**config.mk**
```make
export PLATFORM = sky130hd
export DESIGN_NAME = arp_responder_with_cache
export DESIGN_NICKNAME = d
export VERILOG_FILES = /design/src/hw/rtl/arpc_pkg.sv /design/src/hw/rtl/arp_responder_with_cache.sv /design/src/hw/rtl/arpc_ram.sv /design/src/hw/rtl/arpc_ctrl.sv
export SDC_FILE = /design/constraint.sdc
export NUM_CORES = 2
export LEC_CHECK = 0
export BUFFER_PORTS_ARGS = -buffer_cell sky130_fd_sc_hd__buf_4
export CAP_MARGIN = 30
export CORE_MARGIN = 4
export CORE_UTILIZATION = 67
export CTS_BUF_LIST = sky130_fd_sc_hd__clkbuf_4 sky130_fd_sc_hd__clkbuf_8
export DETAILED_ROUTE_END_ITERATION = 6
export HOLD_SLACK_MARGIN = 0.06
export PLACE_DENSITY = 0.91
export SYNTH_ARGS = -nofsm -noshare
export SYNTH_HDL_FRONTEND = slang
export SYNTH_SLANG_ARGS = --single-unit
```
**constraint.sdc**
```tcl
create_clock -name clk -period 31.9 [get_ports clk]
set_input_delay 3.19 -clock clk [delete_from_list [all_inputs] [get_ports clk]]
set_output_delay 3.19 -clock clk [all_outputs]
set_load 0.03 [all_outputs]
```
**src/hw/rtl/arpc_pkg.sv**
```systemverilog
// Shared constants, types and code points for the ARP responder with cache.
package arpc_pkg;

	localparam int CACHE_ENTRIES = 16;
	localparam int IDX_W         = (CACHE_ENTRIES > 1) ? $clog2(CACHE_ENTRIES) : 1;

	localparam int IP_W   = 32;
	localparam int MAC_W  = 48;
	localparam int LEN_W  = 11;
	localparam int POP_W  = 16;
	localparam int OP_W   = 2;
	localparam int SOP_W  = 2;
	localparam int CFG_W  = 48;

	localparam int MAC_BYTES  = 6;
	localparam int IP_BYTES   = 4;
	localparam int ARP_HDR_B  = 8;
	localparam logic [7:0] BCAST_BYTE = 8'hFF;

	localparam logic [MAC_W-1:0] BCAST_MAC   = {MAC_BYTES{BCAST_BYTE}};
	localparam logic [LEN_W-1:0] ARP_PKT_LEN =
		LEN_W'(ARP_HDR_B + 2 * MAC_BYTES + 2 * IP_BYTES);

	// item opcodes
	localparam logic [OP_W-1:0] OP_RECEIVE = 2'd0;
	localparam logic [OP_W-1:0] OP_LOOKUP  = 2'd1;
	localparam logic [OP_W-1:0] OP_QUERY   = 2'd2;

	// ARP operation field of a received packet
	localparam logic [POP_W-1:0] ARP_REQUEST = 16'd1;
	localparam logic [POP_W-1:0] ARP_REPLY   = 16'd2;

	// operation of a transmitted packet
	localparam logic [SOP_W-1:0] SEND_NONE    = 2'd0;
	localparam logic [SOP_W-1:0] SEND_REQUEST = 2'd1;
	localparam logic [SOP_W-1:0] SEND_REPLY   = 2'd2;

	// configuration register indexes
	localparam logic REG_OWN_IP  = 1'b0;
	localparam logic REG_OWN_MAC = 1'b1;

	// outcome of a cache scan and learn, handed from controller to top level
	typedef struct packed {
		logic             hit;
		logic [MAC_W-1:0] mac;
		logic             full;
	} arpc_stat_t;

endpackage

```
**src/hw/rtl/arp_responder_with_cache.sv**
```systemverilog
// ARP responder top level: configuration, item capture, cache RAM and result register.
// A lookup or received packet has its result loaded after a scan of the cache RAM that
//   reads one entry per cycle; a request issue skips the scan. A result is loaded only
//   once the output register is free or being taken; the next transfer in follows the load.
//   One item is in work at a time; the next item can be taken while the previous result
//   still waits in the output register, and its result holds until that one is taken.
// Reset: arst_n clears own_ip, own_mac, all entry valid bits and the output valid flag;
//   no clearing pass is needed, cache RAM contents are only read behind a valid bit.
module arp_responder_with_cache (
	input  logic                          clk,
	input  logic                          arst_n,
	input  logic                          cfg_we,
	input  logic                          cfg_index,
	input  logic [arpc_pkg::CFG_W-1:0]    cfg_data,
	input  logic                          in_valid,
	output logic                          in_ready,
	input  logic [arpc_pkg::OP_W-1:0]     opcode,
	input  logic [arpc_pkg::POP_W-1:0]    packet_operation,
	input  logic [arpc_pkg::MAC_W-1:0]    sender_mac,
	input  logic [arpc_pkg::IP_W-1:0]     sender_ip,
	input  logic [arpc_pkg::IP_W-1:0]     target_ip,
	input  logic [arpc_pkg::LEN_W-1:0]    frame_length,
	output logic                          out_valid,
	input  logic                          out_ready,
	output logic                          send_frame,
	output logic [arpc_pkg::SOP_W-1:0]    send_operation,
	output logic [arpc_pkg::MAC_W-1:0]    send_dest_mac,
	output logic [arpc_pkg::IP_W-1:0]     send_dest_ip,
	output logic [arpc_pkg::LEN_W-1:0]    send_length,
	output logic                          lookup_hit,
	output logic [arpc_pkg::MAC_W-1:0]    found_mac,
	output logic                          cache_full
);
	import arpc_pkg::*;

	// configuration registers
	logic [IP_W-1:0]  own_ip_q;
	logic [MAC_W-1:0] own_mac_q;

	// captured item
	logic [OP_W-1:0]  op_q;
	logic [POP_W-1:0] pop_q;
	logic [MAC_W-1:0] smac_q;
	logic [IP_W-1:0]  sip_q;
	logic [IP_W-1:0]  tip_q;
	logic [LEN_W-1:0] flen_q;

	logic       idle;
	logic       fin;
	logic       accept;
	logic       out_free;
	logic       aimed;
	logic       learn_req;
	logic       reply_req;
	logic       in_scan;
	logic [IP_W-1:0] key_ip;
	arpc_stat_t stat;

	logic                    ram_we;
	logic [IDX_W-1:0]        ram_waddr;
	logic [IP_W+MAC_W-1:0]   ram_wdata;
	logic                    ram_re;
	logic [IDX_W-1:0]        ram_raddr;
	logic [IP_W+MAC_W-1:0]   ram_rdata;

	// next-result values
	logic             nx_frame;
	logic [SOP_W-1:0] nx_sop;
	logic [MAC_W-1:0] nx_dmac;
	logic [IP_W-1:0]  nx_dip;
	logic [LEN_W-1:0] nx_len;
	logic             nx_hit;
	logic [MAC_W-1:0] nx_fmac;
	logic             nx_full;

	// output register: hold a finished result until its transfer out
	logic             out_valid_q;
	logic             send_frame_q;
	logic [SOP_W-1:0] send_operation_q;
	logic [MAC_W-1:0] send_dest_mac_q;
	logic [IP_W-1:0]  send_dest_ip_q;
	logic [LEN_W-1:0] send_length_q;
	logic             lookup_hit_q;
	logic [MAC_W-1:0] found_mac_q;
	logic             cache_full_q;

	assign in_ready = idle;
	assign accept   = in_valid && in_ready;
	assign out_free = !out_valid_q || out_ready;

	// receive and lookup both walk the cache; a request issue does not
	assign in_scan = (opcode == OP_RECEIVE) || (opcode == OP_LOOKUP);

	// a received packet only counts when aimed at this station
	assign aimed     = (op_q == OP_RECEIVE) && (tip_q == own_ip_q);
	assign reply_req = aimed && (pop_q == ARP_REQUEST);
	assign learn_req = aimed && (pop_q == ARP_REPLY);
	assign key_ip    = (op_q == OP_LOOKUP) ? tip_q : sip_q;

	always_ff @(posedge clk or negedge arst_n) begin
		if (!arst_n) begin
			own_ip_q  <= '0;
			own_mac_q <= '0;
		end else if (cfg_we) begin
			unique case (cfg_index)
				REG_OWN_IP:  own_ip_q  <= cfg_data[IP_W-1:0];
				REG_OWN_MAC: own_mac_q <= cfg_data[MAC_W-1:0];
				default: ;
			endcase
		end
	end

	// capture the item on its transfer in; held until the result is loaded
	always_ff @(posedge clk) begin
		if (accept) begin
			op_q   <= opcode;
			pop_q  <= packet_operation;
			smac_q <= sender_mac;
			sip_q  <= sender_ip;
			tip_q  <= target_ip;
			flen_q <= frame_length;
		end
	end

	arpc_ram #(
		.WIDTH(IP_W + MAC_W),
		.DEPTH(CACHE_ENTRIES)
	) u_ram (
		.clk   (clk),
		.we    (ram_we),
		.waddr (ram_waddr),
		.wdata (ram_wdata),
		.re    (ram_re),
		.raddr (ram_raddr),
		.rdata (ram_rdata)
	);

	arpc_ctrl u_ctrl (
		.clk       (clk),
		.arst_n    (arst_n),
		.start     (accept),
		.scan      (in_scan),
		.key_ip    (key_ip),
		.learn_mac (smac_q),
		.learn_req (learn_req),
		.out_free  (out_free),
		.idle      (idle),
		.fin       (fin),
		.stat      (stat),
		.ram_we    (ram_we),
		.ram_waddr (ram_waddr),
		.ram_wdata (ram_wdata),
		.ram_re    (ram_re),
		.ram_raddr (ram_raddr),
		.ram_rdata (ram_rdata)
	);

	// build the result; anything not named below stays zero
	always_comb begin
		nx_frame = 1'b0;
		nx_sop   = SEND_NONE;
		nx_dmac  = '0;
		nx_dip   = '0;
		nx_len   = '0;
		nx_hit   = 1'b0;
		nx_fmac  = '0;
		nx_full  = 1'b0;
		case (op_q)
			OP_RECEIVE: begin
				if (reply_req) begin
					nx_frame = 1'b1;
					nx_sop   = SEND_REPLY;
					nx_dmac  = smac_q;
					nx_dip   = sip_q;
					nx_len   = flen_q;
				end
				nx_full = stat.full;
			end
			OP_LOOKUP: begin
				nx_hit  = stat.hit;
				nx_fmac = stat.hit ? stat.mac : '0;
			end
			OP_QUERY: begin
				nx_frame = 1'b1;
				nx_sop   = SEND_REQUEST;
				nx_dmac  = BCAST_MAC;
				nx_dip   = tip_q;
				nx_len   = ARP_PKT_LEN;
			end
			default: ;
		endcase
	end

	always_ff @(posedge clk or negedge arst_n) begin
		if (!arst_n) begin
			out_valid_q <= 1'b0;
		end else if (fin) begin
			out_valid_q <= 1'b1;
		end else if (out_ready) begin
			out_valid_q <= 1'b0;
		end
	end

	always_ff @(posedge clk) begin
		if (fin) begin
			send_frame_q     <= nx_frame;
			send_operation_q <= nx_sop;
			send_dest_mac_q  <= nx_dmac;
			send_dest_ip_q   <= nx_dip;
			send_length_q    <= nx_len;
			lookup_hit_q     <= nx_hit;
			found_mac_q      <= nx_fmac;
			cache_full_q     <= nx_full;
		end
	end

	assign out_valid      = out_valid_q;
	assign send_frame     = send_frame_q;
	assign send_operation = send_operation_q;
	assign send_dest_mac  = send_dest_mac_q;
	assign send_dest_ip   = send_dest_ip_q;
	assign send_length    = send_length_q;
	assign lookup_hit     = lookup_hit_q;
	assign found_mac      = found_mac_q;
	assign cache_full     = cache_full_q;

endmodule

```
**src/hw/rtl/arpc_ram.sv**
```systemverilog
// Generic single-port-write, single-port-read RAM with registered read data.
module arpc_ram #(
	parameter int WIDTH = 8,
	parameter int DEPTH = 16
) (
	input  logic                                            clk,
	input  logic                                            we,
	input  logic [((DEPTH > 1) ? $clog2(DEPTH) : 1)-1:0]   waddr,
	input  logic [WIDTH-1:0]                                wdata,
	input  logic                                            re,
	input  logic [((DEPTH > 1) ? $clog2(DEPTH) : 1)-1:0]   raddr,
	output logic [WIDTH-1:0]                                rdata
);

	logic [WIDTH-1:0] mem [DEPTH];

	always_ff @(posedge clk) begin
		if (we) begin
			mem[waddr] <= wdata;
		end
		if (re) begin
			rdata <= mem[raddr];
		end
	end

endmodule

```
**src/hw/rtl/arpc_ctrl.sv**
```systemverilog
// Cache controller: entry valid bits, sequential scan of the RAM and write-back.
module arpc_ctrl (
	input  logic                                clk,
	input  logic                                arst_n,
	input  logic                                start,
	input  logic                                scan,
	input  logic [arpc_pkg::IP_W-1:0]           key_ip,
	input  logic [arpc_pkg::MAC_W-1:0]          learn_mac,
	input  logic                                learn_req,
	input  logic                                out_free,
	output logic                                idle,
	output logic                                fin,
	output arpc_pkg::arpc_stat_t                stat,
	output logic                                ram_we,
	output logic [arpc_pkg::IDX_W-1:0]          ram_waddr,
	output logic [arpc_pkg::IP_W+arpc_pkg::MAC_W-1:0] ram_wdata,
	output logic                                ram_re,
	output logic [arpc_pkg::IDX_W-1:0]          ram_raddr,
	input  logic [arpc_pkg::IP_W+arpc_pkg::MAC_W-1:0] ram_rdata
);
	import arpc_pkg::*;

	localparam logic [1:0] ST_IDLE = 2'd0;
	localparam logic [1:0] ST_SCAN = 2'd1;
	localparam logic [1:0] ST_FIN  = 2'd2;

	localparam logic [IDX_W-1:0] LAST_IDX = IDX_W'(CACHE_ENTRIES - 1);

	logic [1:0]               state_q;
	logic [CACHE_ENTRIES-1:0] valid_q;
	logic [IDX_W-1:0]         iss_q;
	logic                     iss_done_q;
	logic                     rd_vld_s1;
	logic [IDX_W-1:0]         rd_idx_s1;
	logic                     hit_q;
	logic [IDX_W-1:0]         hit_idx_q;
	logic [MAC_W-1:0]         hit_mac_q;
	logic                     free_q;
	logic [IDX_W-1:0]         free_idx_q;
	logic [IP_W-1:0]          rd_ip;
	logic [MAC_W-1:0]         rd_mac;
	logic                     rd_entry_valid;

	assign rd_ip          = ram_rdata[IP_W+MAC_W-1:MAC_W];
	assign rd_mac         = ram_rdata[MAC_W-1:0];
	assign rd_entry_valid = valid_q[rd_idx_s1];

	assign idle      = (state_q == ST_IDLE);
	assign fin       = (state_q == ST_FIN) && out_free;
	assign ram_re    = (state_q == ST_SCAN) && !iss_done_q;
	assign ram_raddr = iss_q;

	// write back on a learn: update the matching entry, else take the first free one
	assign ram_we    = fin && learn_req && (hit_q || free_q);
	assign ram_waddr = hit_q ? hit_idx_q : free_idx_q;
	assign ram_wdata = {key_ip, learn_mac};

	assign stat.hit  = hit_q;
	assign stat.mac  = hit_mac_q;
	assign stat.full = learn_req && !hit_q && !free_q;

	always_ff @(posedge clk or negedge arst_n) begin
		if (!arst_n) begin
			state_q    <= ST_IDLE;
			valid_q    <= '0;
			iss_q      <= '0;
			iss_done_q <= 1'b0;
			rd_vld_s1  <= 1'b0;
			hit_q      <= 1'b0;
			free_q     <= 1'b0;
		end else begin
			rd_vld_s1 <= ram_re;
			unique case (state_q)
				ST_IDLE: begin
					iss_q      <= '0;
					iss_done_q <= 1'b0;
					hit_q      <= 1'b0;
					free_q     <= 1'b0;
					if (start) begin
						state_q <= scan ? ST_SCAN : ST_FIN;
					end
				end
				ST_SCAN: begin
					if (ram_re) begin
						if (iss_q == LAST_IDX) begin
							iss_done_q <= 1'b1;
						end else begin
							iss_q <= iss_q + IDX_W'(1);
						end
					end
					if (rd_vld_s1) begin
						if (rd_entry_valid && rd_ip == key_ip && !hit_q) begin
							hit_q <= 1'b1;
						end
						if (!rd_entry_valid && !free_q) begin
							free_q <= 1'b1;
						end
						if (rd_idx_s1 == LAST_IDX) begin
							state_q <= ST_FIN;
						end
					end
				end
				ST_FIN: begin
					if (fin) begin
						state_q <= ST_IDLE;
						if (ram_we && !hit_q) begin
							valid_q[free_idx_q] <= 1'b1;
						end
					end
				end
				default: begin
					state_q <= ST_IDLE;
				end
			endcase
		end
	end

	// scan payload: index in flight, first match and first free slot
	always_ff @(posedge clk) begin
		if (ram_re) begin
			rd_idx_s1 <= iss_q;
		end
		if (state_q == ST_SCAN && rd_vld_s1) begin
			if (rd_entry_valid && rd_ip == key_ip && !hit_q) begin
				hit_idx_q <= rd_idx_s1;
				hit_mac_q <= rd_mac;
			end
			if (!rd_entry_valid && !free_q) begin
				free_idx_q <= rd_idx_s1;
			end
		end
	end

endmodule
```
==> results_tabular.tex <==
\begin{tabular}{lr}
\hline
Metric & Value \\
\hline
\multicolumn{2}{l}{\textbf{Logic synthesis}} \\
Post-Synthesis Cells & 2,852 \\
Synth Area in Compound Gates & 1.13\% \\
Area share of and/or/nand/nor cells after synthesis & 2.30\% \\
Most area-hungry cell type in the Yosys netlist & sky130\_fd\_sc\_hd\_\_edfxtp\_1 \\
Main combinational cell family by area after synthesis & multiplexers \\
Seq/Total Area, Yosys & 80.0\% \\
Share of synthesized area spent on multiplexers & 14.7\% \\
Netlist area before placement & 65,800 um\^{}2 \\
Distinct cell type count of the synthesized netlist & 51 \\
Synth Area in Adders & 0.0190\% \\
Net count after synthesis & 3,048 \\
Synth Warn \# & 0 \\
Most common flop cell mapped by yosys & sky130\_fd\_sc\_hd\_\_edfxtp\_1 \\
Number of flops mapped to enable cells by yosys & about 1,700 \\
Number of flip-flops and latches in the synthesized netlist & 1,764 \\
Xor and xnor area share after synthesis & less than 1\% \\
Portion of synthesized cell area occupied by the leading cell type & 77.8\% \\
Top area cells in the synthesized netlist & sky130\_fd\_sc\_hd\_\_edfxtp\_1 (78\%), sky130\_fd\_sc\_hd\_\_mux4\_2 (14\%), sky130\_fd\_sc\_hd\_\_dfrtp\_1 (2.2\%), sky130\_fd\_sc\_hd\_\_mux2\_2 (0.84\%), sky130\_fd\_sc\_hd\_\_nand2\_1 (0.81\%) \\
FFs w/ async S/R, synth & 3.34\% \\
Mean post-synth cell area & 23.1 um\^{}2 \\
\multicolumn{2}{l}{\textbf{Cells and area}} \\
Most common library cell in the layout ignoring fill and taps & sky130\_fd\_sc\_hd\_\_edfxtp\_1 \\
Total number of nets in the final design & 3,593 \\
Ratio of cells with drive above 1 in the final layout & about 36\% \\
Summed area of non-filler cells in the final layout & 75,400 um\^{}2 \\
P\&R area growth vs syn & 14.6\% \\
Commonest cells after routing, fill and taps aside & sky130\_fd\_sc\_hd\_\_edfxtp\_1 (1,705), sky130\_fd\_sc\_hd\_\_mux4\_2 (405), sky130\_fd\_sc\_hd\_\_buf\_4 (385), sky130\_fd\_sc\_hd\_\_clkbuf\_8 (290), sky130\_fd\_sc\_hd\_\_nand2\_1 (142) \\
\multicolumn{2}{l}{\textbf{Global routing}} \\
Maximum number of pins on one net before global-route repair & 173 \\
Met1 capacity usage during global routing & 44.6\% \\
Global routing's busiest layer & met2 \\
Global-route total usage across every layer & 34.2\% \\
Gr ovfl total & 0 \\
Number of global-route vias before repair & approximately 36,000 \\
Global-route wire length before repair & 248,000 um \\
Initial antenna violation count & 5 \\
Global routing usage on met2 & 56.2\% \\
Met3 Usage GRT & 7.29\% \\
\multicolumn{2}{l}{\textbf{Power}} \\
Power Density & 76.1 nW/um\^{}2 \\
Comb power frac & 16.8\% \\
Largest vdd supply drop & about 0.065 mV \\
Switching share of power & between 20\% and 30\% \\
Internal portion of total power & 0.00421 W \\
Sequential group share of total power & 51.6\% \\
Switching power summed over all nets & 0.00153 W \\
Clk network pwr share & 31.7\% \\
Standby leakage power & roughly 25 nW \\
\multicolumn{2}{l}{\textbf{CTS}} \\
Total CTS buffers & 283 \\
Post-CTS setup repair buffer count & 0 \\
CTS tree & yes \\
Clock-pin slew of the registers on the worst-case setup and hold paths & 0.06 ns \\
CTS H-Tree Depth & 5 \\
Maximum number of buffers from clock root to sink & 4 \\
Cell at the root of the clock tree & sky130\_fd\_sc\_hd\_\_clkbuf\_8 \\
\# clock sinks & roughly 1,800 \\
Hold Buf Count CTS & 0 \\
Number of gates given a new drive strength after cts & 0 \\
Worst skew pair latency & 0.96 ns \\
\multicolumn{2}{l}{\textbf{Critical path}} \\
Largest incremental delay on the critical path & 0.94 ns \\
Worst Setup Start Kind & input port \\
Category of the most critical setup path & in -> reg \\
Data arrival time of the critical path & 6.26 ns \\
Max stage delay cell, worst path & sky130\_fd\_sc\_hd\_\_and3\_4 \\
Cell repeated most along the worst path & sky130\_fd\_sc\_hd\_\_buf\_4 \\
Critical path endpoint category & flip-flop \\
Cell-by-cell trace of the critical path & buf\_4 > nand2b\_1 > nor2b\_4 > o21a\_1 > and2\_1 > and3\_4 > buf\_4 \\
Worst EP required & 32.45 ns \\
CP delay by family, top & simple AND/OR/NAND/NOR gates \\
Startpoint of the worst setup timing path & out\_ready \\
Worst reg2reg startpoint & tip\_q[19] \\
CP max FO & 41 \\
Combined buffer and inverter count along the critical path & 2 \\
\multicolumn{2}{l}{\textbf{Drt}} \\
Vias per cell & 7.09 \\
Total routed wirelength & 174,000 um \\
Vias after detailed routing & 34,500 \\
Number of nets with antenna violations after detailed routing & 0 \\
DRC violation total after the first TritonRoute iteration & 5,661 \\
Detailed-route wire length per cell & $\sim$36 um \\
Residual DRC & 2 \\
First-pass DRT Iterations & 7 \\
\multicolumn{2}{l}{\textbf{STA}} \\
Sum Neg Setup Slack & 0 ns \\
Worst rel slew slack & 20.8\% \\
Final critical-path share of the clock period & 17.9\% \\
Final hold vios & 0 \\
Worst clock skew & 0.0766 ns \\
Max-slew violations & 0 \\
Peak Freq & 0.175 GHz \\
Worst-Margin Slew & $\sim$1.2 ns \\
Final period demand of the worst path & $\sim$5.7 ns \\
Count of final setup violators & 0 \\
RSZ-0062 raised after global routing & no \\
Setup ws final & 26.19 ns \\
\multicolumn{2}{l}{\textbf{Place}} \\
Final RePlAce weighted congestion & between 0.8 and 0.9 \\
Placed cell area & 70,100 um\^{}2 \\
Port Buffer Count & 324 \\
Final HPWL DP & 97,100 um \\
DP Worst Slack & approximately 25 ns \\
\multicolumn{2}{l}{\textbf{Die}} \\
Starting Density & 67.8\% \\
Number of core rows & approximately 110 \\
Horizontal extent of the die & 321 um \\
Die Outline Area & 103,000 um\^{}2 \\
Core area & 97,100 um\^{}2 \\
Height of the die & roughly 320 um \\
Number of top-level design ports & 341 \\
\multicolumn{2}{l}{\textbf{Flow run}} \\
Maxcap violations & 0 \\
\multicolumn{2}{l}{\textbf{Worst hold path}} \\
Startpoint of the most critical hold path & u\_ram.rdata[23] \\
Hold crit path type & reg -> reg \\
\multicolumn{2}{l}{\textbf{Run status}} \\
Status & finished with violations \\
Failing checks & DRC \\
\hline
\end{tabular}
## metrics by stage
stage          total power, W  instances  util, %  hold WS, ns
2_1_floorplan         0.00361       2852        -        0.400
3_3_place_gp          0.00385       4377     72.1        0.403
3_5_place_dp          0.00394       4382     72.2        0.405
4_1_cts               0.00573       4853     77.5        0.408
5_1_grt               0.00593       4861     77.6        0.418
6_report              0.00574       4865     77.6        0.421
## worst paths after layout
check | slack, ns | cells past startpoint | end
worst max-delay path | 26.19 | 7 | u_ram.mem[15][50]
worst min-delay path | 0.42 | 0 | u_ctrl.hit_mac_q[23]
worst max register to register | 26.35 | 7 | u_ram.mem[15][50]
worst min register to register | 0.42 | 0 | u_ctrl.hit_mac_q[23]
max in group asynchronous | 28.87 | 1 | u_ctrl.ram_raddr[0]
min in group asynchronous | 2.36 | 1 | u_ctrl.state_q[1]
## synth_stat cells (2+ instances only)
cell	n
sky130_fd_sc_hd__a31o_2	4
sky130_fd_sc_hd__o22ai_1	4
sky130_fd_sc_hd__nand2_1	142
sky130_fd_sc_hd__nor3_1	6
sky130_fd_sc_hd__dfrtp_1	59
sky130_fd_sc_hd__o2bb2ai_1	4
sky130_fd_sc_hd__xnor2_1	9
sky130_fd_sc_hd__buf_1	26
sky130_fd_sc_hd__mux2i_1	2
sky130_fd_sc_hd__xor2_1	54
sky130_fd_sc_hd__mux4_2	405
sky130_fd_sc_hd__buf_2	13
sky130_fd_sc_hd__nand4_1	5
sky130_fd_sc_hd__nand3b_1	5
sky130_fd_sc_hd__and3_1	50
sky130_fd_sc_hd__o221ai_1	2
sky130_fd_sc_hd__clkbuf_1	97
sky130_fd_sc_hd__a221oi_1	3
sky130_fd_sc_hd__a21oi_1	6
sky130_fd_sc_hd__a41o_1	4
sky130_fd_sc_hd__mux2_2	49
sky130_fd_sc_hd__a21o_1	4
sky130_fd_sc_hd__and2_1	12
sky130_fd_sc_hd__nor4_1	17
sky130_fd_sc_hd__a31o_1	5
sky130_fd_sc_hd__nand3_1	9
sky130_fd_sc_hd__inv_1	21
sky130_fd_sc_hd__nor2b_1	9
sky130_fd_sc_hd__a31oi_1	5
sky130_fd_sc_hd__o21ai_0	15
sky130_fd_sc_hd__nor2_1	36
sky130_fd_sc_hd__nor3b_1	4
sky130_fd_sc_hd__edfxtp_1	1705
sky130_fd_sc_hd__a22o_1	31
sky130_fd_sc_hd__o21ai_1	5
sky130_fd_sc_hd__nand2b_1	10
## per-layer routing
metal | share of wire [%] | routed length (um)
met5 | 0.015 | 26
met4 | 5.2 | 9020
met3 | 11 | 19500
met2 | 51 | 88800
met1 | 33 | 56700
## cell families (layout without fill, tap and decap cells)
| kind of cell | Yosys count | count (layout) |
|---|---|---|
| muxes | 456 | 456 |
| adders and majority gates | 1 | 1 |
| buffers and inverters | 159 | 890 |
| AOI/OAI and AO/OA | 99 | 99 |
| and+or+nand+nor | 310 | 310 |
| other | 0 | 6 |
| DFF | 1764 | 1764 |
| xor gates and xnor gates | 63 | 63 |
## power by group through the flow
stage,Combinational [W],Clock [W],Sequential [W]
2_1_floorplan,0.000649,0,0.00296
3_3_place_gp,0.000869,0,0.00298
4_1_cts,0.000951,0.00183,0.00295
6_report,0.000962,0.00182,0.00296
5_1_grt,0.00101,0.00195,0.00297
3_5_place_dp,0.000943,0,0.00300
## layout make-up
cell class	count	area [um^2]
Clock inverter	102	574
Fill cell	4333	21700
Antenna cell	6	15.0
Clock buffer	369	4580
Sequential cell	1764	52700
Timing Repair Buffer	398	3180
Inverter	21	78.8
Tap cell	1276	1600
Multi-Input combinational cell	929	12700
## registers in the layout, summed over array words and instances (netlist names), 48 cells and up
signal and cells:
found_mac 48, send_dest_mac 48, smac_q 48, u_ctrl.hit_mac_q 48, u_ram.mem 1280, u_ram.rdata 80
Power figures use the tool's default switching activity.
